===== src/hdl/assert_macros.svh =====
// Assertion macros shared by the RTL.
// No dependencies.
`ifndef ASSERT_MACROS_SVH
`define ASSERT_MACROS_SVH

// Implication checked at each rising edge, disabled while in reset.
`define ASSERT_IMPL(lbl, clk, rst_n, ante, cons, msg) \
	lbl: assert property (@(posedge clk) disable iff (!rst_n) (ante) |-> (cons)) \
		else $error(msg);

// Next-cycle implication, disabled while in reset.
`define ASSERT_NEXT(lbl, clk, rst_n, ante, cons, msg) \
	lbl: assert property (@(posedge clk) disable iff (!rst_n) (ante) |=> (cons)) \
		else $error(msg);

`endif


===== src/hdl/i2da_pkg.sv =====
// Package for the integer to decimal ASCII converter: widths, types, constants.
// No dependencies.
`timescale 1ns / 1ps

package i2da_pkg;

	localparam int VALUE_WIDTH = 64;
	localparam int NUM_DIGITS = (VALUE_WIDTH * 30103) / 100000 + 1;
	localparam int BCD_W = 4 * NUM_DIGITS;
	localparam int CNT_W = $clog2(VALUE_WIDTH + 1);
	localparam int DIG_W = $clog2(NUM_DIGITS + 1);
	localparam int QUEUE_DEPTH = 2;
	localparam int QPTR_W = (QUEUE_DEPTH > 1) ? $clog2(QUEUE_DEPTH) : 1;
	localparam int QCNT_W = $clog2(QUEUE_DEPTH + 1);

	localparam logic [7:0] CHAR_MINUS = 8'd45;
	localparam logic [7:0] CHAR_ZERO = 8'd48;
	localparam logic [7:0] CHAR_NINE = 8'd57;

	typedef struct packed {
		logic                   neg;
		logic [VALUE_WIDTH-1:0] mag;
	} item_t;

	// Double-dabble correction: add 3 to every digit of 5 or more.
	function automatic logic [BCD_W-1:0] bcd_adjust(input logic [BCD_W-1:0] bcd);
		logic [BCD_W-1:0] res;
		res = bcd;
		for (int d = 0; d < NUM_DIGITS; d++) begin
			if (bcd[4*d +: 4] >= 4'd5)
				res[4*d +: 4] = bcd[4*d +: 4] + 4'd3;
		end
		return res;
	endfunction

endpackage


===== src/hdl/i2da_front.sv =====
// Front end: accepts values, applies sign mode, registers sign and magnitude.
// Depends on i2da_pkg.
`timescale 1ns / 1ps

module i2da_front import i2da_pkg::*; (
	input  logic        clk,
	input  logic        arst_n,
	input  logic        signed_mode,
	input  logic        push,
	output logic        full,
	input  logic [63:0] value_bits,
	output logic        q_push,
	output item_t       q_item,
	input  logic        q_full
);

	logic [VALUE_WIDTH-1:0] value;
	logic                   neg;
	logic                   valid_s1;
	item_t                  item_s1;

	assign value = value_bits[VALUE_WIDTH-1:0];
	assign neg = signed_mode & value[VALUE_WIDTH-1];

	assign q_push = valid_s1 & ~q_full;
	assign q_item = item_s1;
	assign full = valid_s1 & q_full;

	always_ff @(posedge clk or negedge arst_n) begin
		if (!arst_n) begin
			valid_s1 <= 1'b0;
		end else if (!full) begin
			valid_s1 <= push;
		end
	end

	always_ff @(posedge clk) begin
		if (push && !full) begin
			item_s1.neg <= neg;
			item_s1.mag <= neg ? (~value + {{(VALUE_WIDTH-1){1'b0}}, 1'b1}) : value;
		end
	end

endmodule


===== src/hdl/i2da_queue.sv =====
// Short queue of classified items between front and back end.
// Depends on i2da_pkg.
`timescale 1ns / 1ps

module i2da_queue import i2da_pkg::*; (
	input  logic  clk,
	input  logic  arst_n,
	input  logic  wr_en,
	input  item_t wr_item,
	output logic  q_full,
	input  logic  rd_en,
	output item_t rd_item,
	output logic  q_empty
);

	item_t              mem_q [QUEUE_DEPTH];
	logic [QPTR_W-1:0]  wr_ptr_q;
	logic [QPTR_W-1:0]  rd_ptr_q;
	logic [QCNT_W-1:0]  cnt_q;
	logic               do_wr;
	logic               do_rd;

	assign q_full = (cnt_q == QCNT_W'(QUEUE_DEPTH));
	assign q_empty = (cnt_q == '0);
	assign do_wr = wr_en & ~q_full;
	assign do_rd = rd_en & ~q_empty;
	assign rd_item = mem_q[rd_ptr_q];

	always_ff @(posedge clk or negedge arst_n) begin
		if (!arst_n) begin
			wr_ptr_q <= '0;
			rd_ptr_q <= '0;
			cnt_q <= '0;
		end else begin
			if (do_wr)
				wr_ptr_q <= (wr_ptr_q == QPTR_W'(QUEUE_DEPTH - 1)) ? '0 : wr_ptr_q + 1'b1;
			if (do_rd)
				rd_ptr_q <= (rd_ptr_q == QPTR_W'(QUEUE_DEPTH - 1)) ? '0 : rd_ptr_q + 1'b1;
			if (do_wr && !do_rd)
				cnt_q <= cnt_q + 1'b1;
			else if (do_rd && !do_wr)
				cnt_q <= cnt_q - 1'b1;
		end
	end

	always_ff @(posedge clk) begin
		if (do_wr)
			mem_q[wr_ptr_q] <= wr_item;
	end

endmodule


===== src/hdl/i2da_back.sv =====
// Back end: iterative binary to BCD conversion, leading-zero trim, character output.
// Depends on i2da_pkg.
`timescale 1ns / 1ps

module i2da_back import i2da_pkg::*; (
	input  logic       clk,
	input  logic       arst_n,
	input  logic       q_empty,
	input  item_t      q_item,
	output logic       q_pop,
	output logic       empty,
	input  logic       pop,
	output logic [7:0] ascii_char,
	output logic       last_char
);

	typedef enum logic [2:0] {
		ST_IDLE,
		ST_CONV,
		ST_TRIM,
		ST_SIGN,
		ST_DIGS
	} state_t;

	state_t                 state_q;
	logic [VALUE_WIDTH-1:0] bin_q;
	logic [BCD_W-1:0]       bcd_q;
	logic                   neg_q;
	logic [CNT_W-1:0]       cnt_q;
	logic [DIG_W-1:0]       ndig_q;
	logic                   out_valid_q;
	logic [7:0]             char_q;
	logic                   last_q;
	logic                   slot_free;
	logic                   emit;
	logic [3:0]             top_digit;
	logic [BCD_W-1:0]       bcd_adj;

	assign slot_free = ~out_valid_q | pop;
	assign emit = slot_free & ((state_q == ST_SIGN) | (state_q == ST_DIGS));
	assign top_digit = bcd_q[BCD_W-1 -: 4];
	assign bcd_adj = bcd_adjust(bcd_q);
	assign q_pop = (state_q == ST_IDLE) & ~q_empty;
	assign empty = ~out_valid_q;
	assign ascii_char = char_q;
	assign last_char = last_q;

	always_ff @(posedge clk or negedge arst_n) begin
		if (!arst_n) begin
			state_q <= ST_IDLE;
			out_valid_q <= 1'b0;
			bin_q <= '0;
			bcd_q <= '0;
			neg_q <= 1'b0;
			cnt_q <= '0;
			ndig_q <= '0;
			char_q <= '0;
			last_q <= 1'b0;
		end else begin
			out_valid_q <= emit | (out_valid_q & ~pop);
			unique case (state_q)
				ST_IDLE: begin
					if (!q_empty) begin
						bin_q <= q_item.mag;
						neg_q <= q_item.neg;
						bcd_q <= '0;
						cnt_q <= CNT_W'(VALUE_WIDTH);
						ndig_q <= DIG_W'(NUM_DIGITS);
						state_q <= ST_CONV;
					end
				end
				ST_CONV: begin
					bcd_q <= {bcd_adj[BCD_W-2:0], bin_q[VALUE_WIDTH-1]};
					bin_q <= {bin_q[VALUE_WIDTH-2:0], 1'b0};
					cnt_q <= cnt_q - 1'b1;
					if (cnt_q == CNT_W'(1))
						state_q <= ST_TRIM;
				end
				ST_TRIM: begin
					if (top_digit == 4'd0 && ndig_q != DIG_W'(1)) begin
						bcd_q <= {bcd_q[BCD_W-5:0], 4'd0};
						ndig_q <= ndig_q - 1'b1;
					end else begin
						state_q <= neg_q ? ST_SIGN : ST_DIGS;
					end
				end
				ST_SIGN: begin
					if (slot_free) begin
						char_q <= CHAR_MINUS;
						last_q <= 1'b0;
						state_q <= ST_DIGS;
					end
				end
				ST_DIGS: begin
					if (slot_free) begin
						char_q <= CHAR_ZERO | {4'd0, top_digit};
						last_q <= (ndig_q == DIG_W'(1));
						bcd_q <= {bcd_q[BCD_W-5:0], 4'd0};
						ndig_q <= ndig_q - 1'b1;
						if (ndig_q == DIG_W'(1))
							state_q <= ST_IDLE;
					end
				end
				default: state_q <= ST_IDLE;
			endcase
		end
	end

endmodule


===== src/hdl/integer_to_decimal_ascii.sv =====
// The back end takes one item at a time: its BCD shift loop converts one bit per cycle, the
// leading zero digits are trimmed, then characters go out one a cycle while the receiver pops.
// A two-entry queue and a front register let up to three items wait behind the converter.
// Reset (arst_n low, asynchronous): all queues empty, signed_mode = 1.
// Depends on i2da_pkg, i2da_front, i2da_queue, i2da_back, assert_macros.svh.
`timescale 1ns / 1ps
`include "assert_macros.svh"

module integer_to_decimal_ascii import i2da_pkg::*; (
	input  logic        clk,
	input  logic        arst_n,
	input  logic        cfg_wr_en,
	input  logic        cfg_wr_data,
	input  logic        push,
	output logic        full,
	input  logic [63:0] value_bits,
	output logic        empty,
	input  logic        pop,
	output logic [7:0]  ascii_char,
	output logic        last_char
);

	logic  signed_mode_q;
	logic  fq_push;
	item_t fq_item;
	logic  fq_full;
	logic  bq_pop;
	item_t bq_item;
	logic  bq_empty;

	always_ff @(posedge clk or negedge arst_n) begin
		if (!arst_n)
			signed_mode_q <= 1'b1;
		else if (cfg_wr_en)
			signed_mode_q <= cfg_wr_data;
	end

	i2da_front u_front (
		.clk         (clk),
		.arst_n      (arst_n),
		.signed_mode (signed_mode_q),
		.push        (push),
		.full        (full),
		.value_bits  (value_bits),
		.q_push      (fq_push),
		.q_item      (fq_item),
		.q_full      (fq_full)
	);

	i2da_queue u_queue (
		.clk     (clk),
		.arst_n  (arst_n),
		.wr_en   (fq_push),
		.wr_item (fq_item),
		.q_full  (fq_full),
		.rd_en   (bq_pop),
		.rd_item (bq_item),
		.q_empty (bq_empty)
	);

	i2da_back u_back (
		.clk        (clk),
		.arst_n     (arst_n),
		.q_empty    (bq_empty),
		.q_item     (bq_item),
		.q_pop      (bq_pop),
		.empty      (empty),
		.pop        (pop),
		.ascii_char (ascii_char),
		.last_char  (last_char)
	);

	`ASSERT_IMPL(a_char_legal, clk, arst_n, !empty, (ascii_char == CHAR_MINUS) || ((ascii_char >= CHAR_ZERO) && (ascii_char <= CHAR_NINE)), "illegal character on output")
	`ASSERT_IMPL(a_minus_not_last, clk, arst_n, !empty && (ascii_char == CHAR_MINUS), !last_char, "minus sign flagged as last")
	`ASSERT_NEXT(a_digit_after_minus, clk, arst_n, !empty && pop && (ascii_char == CHAR_MINUS), !empty, "no digit directly after minus sign")

endmodule


===== config.mk =====
export PLATFORM = sky130hd
export DESIGN_NAME = integer_to_decimal_ascii
export DESIGN_NICKNAME = d
export VERILOG_FILES = /design/src/hdl/i2da_pkg.sv /design/src/hdl/i2da_front.sv /design/src/hdl/i2da_queue.sv /design/src/hdl/i2da_back.sv /design/src/hdl/integer_to_decimal_ascii.sv
export VERILOG_INCLUDE_DIRS = /design/src /design/src/hdl
export SDC_FILE = /design/constraint.sdc
export NUM_CORES = 1
export LEC_CHECK = 0
export BUFFER_PORTS_ARGS = -buffer_cell sky130_fd_sc_hd__buf_2
export CAP_MARGIN = 25
export CORE_MARGIN = 2
export CORE_UTILIZATION = 56
export CTS_BUF_LIST = sky130_fd_sc_hd__clkbuf_4 sky130_fd_sc_hd__clkbuf_8 sky130_fd_sc_hd__clkbuf_16
export DETAILED_ROUTE_END_ITERATION = 10
export HOLD_SLACK_MARGIN = 0.08
export PLACE_DENSITY = 0.77
export SYNTH_ARGS = -nofsm -noshare
export SYNTH_HDL_FRONTEND = slang
export SYNTH_SLANG_ARGS = --single-unit

===== constraint.sdc =====
create_clock -name clk -period 4 [get_ports clk]
set_clock_uncertainty 0.15 [all_clocks]
set_input_delay 0.6 -clock clk [delete_from_list [all_inputs] [get_ports clk]]
set_output_delay 0.6 -clock clk [all_outputs]
set_load 0.02 [all_outputs]

==> results.toml <==
[logic_synthesis]
ys_async_sr_fraction_pct = 47.15
ys_ff_latch = 369
synth_area_um2 = 17190
yosysSeqAreaShare_pct = 59.39
synth_warnings = 0
synth_edf_count = 195
syn_avg_cell_area_um2 = 12.07
syn_inst = 1424
yosys.cell_types.count = 65
synth_top_flop_cell = "edfxtp_1"

[global_routing]
grt_pass1_wl_um = 55770
grt_max_degree = 135
antenna_found_initial = 0
grt_pass1_vias = 11298
grt_overflow_total = 0
track_usage_pct = 21.55

[cts]
clk_latency_ns = 0.54
clock-sinks = 369
h-tree-depth = 2
clk_path_buf_depth = 3
cts_setup_buffers = 0
cts.clk_slew.worst_paths_ns = 0.06
hold_buffers = 1
cts_tree = "yes"
cts_buffers = 38
clock-root-buffer = "clkbuf_16"
post_cts_resized = 0

[worst_setup_path]
required_ns = 4.25
slowest_stage = "or3b_2"
r2r-end = "u_back.bcd_q[64]"
reg2regPathDepth = 8
path_cells = "inv_1, ha_1, or3b_2, o21ai_1, a31oi_4, buf_12, a221oi_1, a21oi_1"
critPathBufInv = 2
reg2reg_slack_ns = 1.09
worstPathMaxFanout = 134
r2r-start = "u_back.bcd_q[77]"
worstPathArrival_ns = 3.16
crit_path_end_kind = "flop"
cp_slowest_stage_delay_ns = 0.48
crit_family = "compound AO/OA/AOI/OAI gates"
cp-start-kind = "flop"
path_class = "flop to flop"

[drt]
wl_um = 33940
first_pass_iters = 5
vias_per_cell = 6.093
vias = 11607
drcViolationCount = 0
ant_nets = 0
first_iter_violations = 1004
drt-wirelength-per-cell_um = 17.82

[floorplan]
coreArea_um2 = 30430
io_pins = 81
start_util_pct = 56.50
rows = 64
die-area_um2 = 32120
chipWidth_um = 179.2
die_y_um = 179.2

[final_layout]
final_common_cell = "edfxtp_1"
area_delta_synth_final_pct = 12.45
fill_cells = 2323
fin_cells = 1905
layout_common_cells = "195 x edfxtp_1, 172 x dfrtp_1, 133 x nor2_1"
nNetsFinal = 1597
n_antenna_cell = 0
drive_above_1_share_pct = 12.52

[run]
maxCapViolCount = 0

[sta]
slew_headroom_pct = 37.20
fmax_mhz = 343.4
fin_crit_ns = 2.912
grt_setup_unrepaired = "no"
setup_violations = 0
hold_viol_final = 0
worstMarginPinSlew_ns = 0.9421
fin_setup_tns_ns = 0
maxSlewViolCount = 0
min_period_over_period_pct = 72.81

[placement]
hpwl_um = 20940
placedCellCount = 1836
io_buffer_count = 78
routabilityCongestion = 0.8284

[min_path]
worstHoldStart = "push"
whs_endpoint = "u_front.valid_s1"
min_delay_path_depth = 2
hp-class = "input pin to flop"

[power]
ir_drop_uv = 459.1
p_leak_nw = 8.182
powerDensity_nw_per_um2 = 488.1

[run_status]
outcome = "finished clean"
==> through the flow <==
stage                     utilization [%]  total power (W)  area, um^2  setup slack (ns)  hold WS (ns)
after CTS                           63.54         0.009524       19330             1.123        0.1059
after detailed placement            59.09         0.005760       17980            0.6980        0.2806
after global routing                63.54         0.009790       19330            0.9342        0.1240
final                               63.54         0.009437       19330             1.088        0.1231
after floorplan                         -         0.005433       17200           0.02684        0.1544
after global placement              59.09         0.005704       17980            0.7322        0.2721
==> power by group <==
group	internal, W	switching, W
Combinational	0.000221	0.000532
Clock	0.00231	0.00145
Sequential	0.00474	0.000183
==> cells in the mapped netlist (19+ instances only) <==
master | count | area share [%]
ha_1 | 46 | 3.3
nor3_1 | 42 | 1.2
o21ai_0 | 95 | 2.8
a221o_1 | 63 | 3.7
inv_1 | 58 | 1.3
clkbuf_1 | 62 | 1.4
a21oi_1 | 73 | 2.1
mux2i_1 | 86 | 5.0
a31oi_1 | 26 | 0.95
a32oi_1 | 19 | 0.97
nand2_1 | 40 | 0.87
xnor2_1 | 45 | 2.3
xor2_1 | 45 | 2.3
nand2b_1 | 42 | 1.5
dfrtp_1 | 173 | 25
edfxtp_1 | 195 | 34
a221oi_1 | 56 | 2.9
nor2_1 | 135 | 2.9
==> routing by layer <==
| layer | track usage (%) | wire length, um |
|---|---|---|
| met1 | 29.09 | 14730 |
| met2 | 36.04 | 16660 |
| met3 | 3.753 | 1801 |
| met4 | 6.216 | 753 |
| met5 | 0 | 0 |
==> cell type report <==
type,instances,area [um^2],share of cell area (%)
sequential,369,10210,52.83
clock buffer,52,1087,5.624
tap,396,495.5,2.563
clock inverter,16,256.5,1.327
inverter,59,221.5,1.145
multi-input combinational,913,6469,33.46
timing repair buffer,100,589.3,3.048
==> how the worst max path moves through the flow <==
stage	start	end	slack, ns	cells after the start
floorplan	u_queue.cnt_q[0]	u_queue.mem_q[0][0]	0.03	3
global placement	value_bits[16]	u_front.q_item[35]	0.73	6
detailed placement	value_bits[16]	u_front.q_item[61]	0.70	6
CTS	u_back.bcd_q[76]	u_back.bcd_q[8]	1.12	8
global route	u_back.bcd_q[77]	u_back.bcd_q[39]	0.93	8
finish	u_back.bcd_q[77]	u_back.bcd_q[64]	1.09	8
==> cell families (layout without fill, tap and decap cells) <==
| family | after synthesis | after routing | synth area share (%) |
|---|---|---|---|
| muxes | 87 | 87 | 5.072 |
| adders and majority gates | 46 | 46 | 3.348 |
| AOI/OAI and AO/OA | 368 | 368 | 15.00 |
| buffers and inverters | 143 | 227 | 3.260 |
| other | 1 | 2 | 0.02181 |
| and+or+nand+nor | 320 | 320 | 9.323 |
| DFF | 369 | 369 | 59.39 |
| xor gates and xnor gates | 90 | 90 | 4.585 |
==> state kept, by name, summed over array words and instances (netlist names) <==
signal	count
signed_mode_q	1
u_back.ascii_char	6
u_back.bcd_q	80
u_back.bin_q	64
u_back.cnt_q	7
u_back.last_char	1
u_back.ndig_q	5
u_back.neg_q	1
u_back.out_valid_q	1
u_back.state_q	3
u_front.q_item	65
u_front.valid_s1	1
u_queue.cnt_q	2
u_queue.mem_q	130
u_queue.rd_ptr_q	1
u_queue.wr_ptr_q	1
Note: power is estimated with default switching activity, not from simulation.
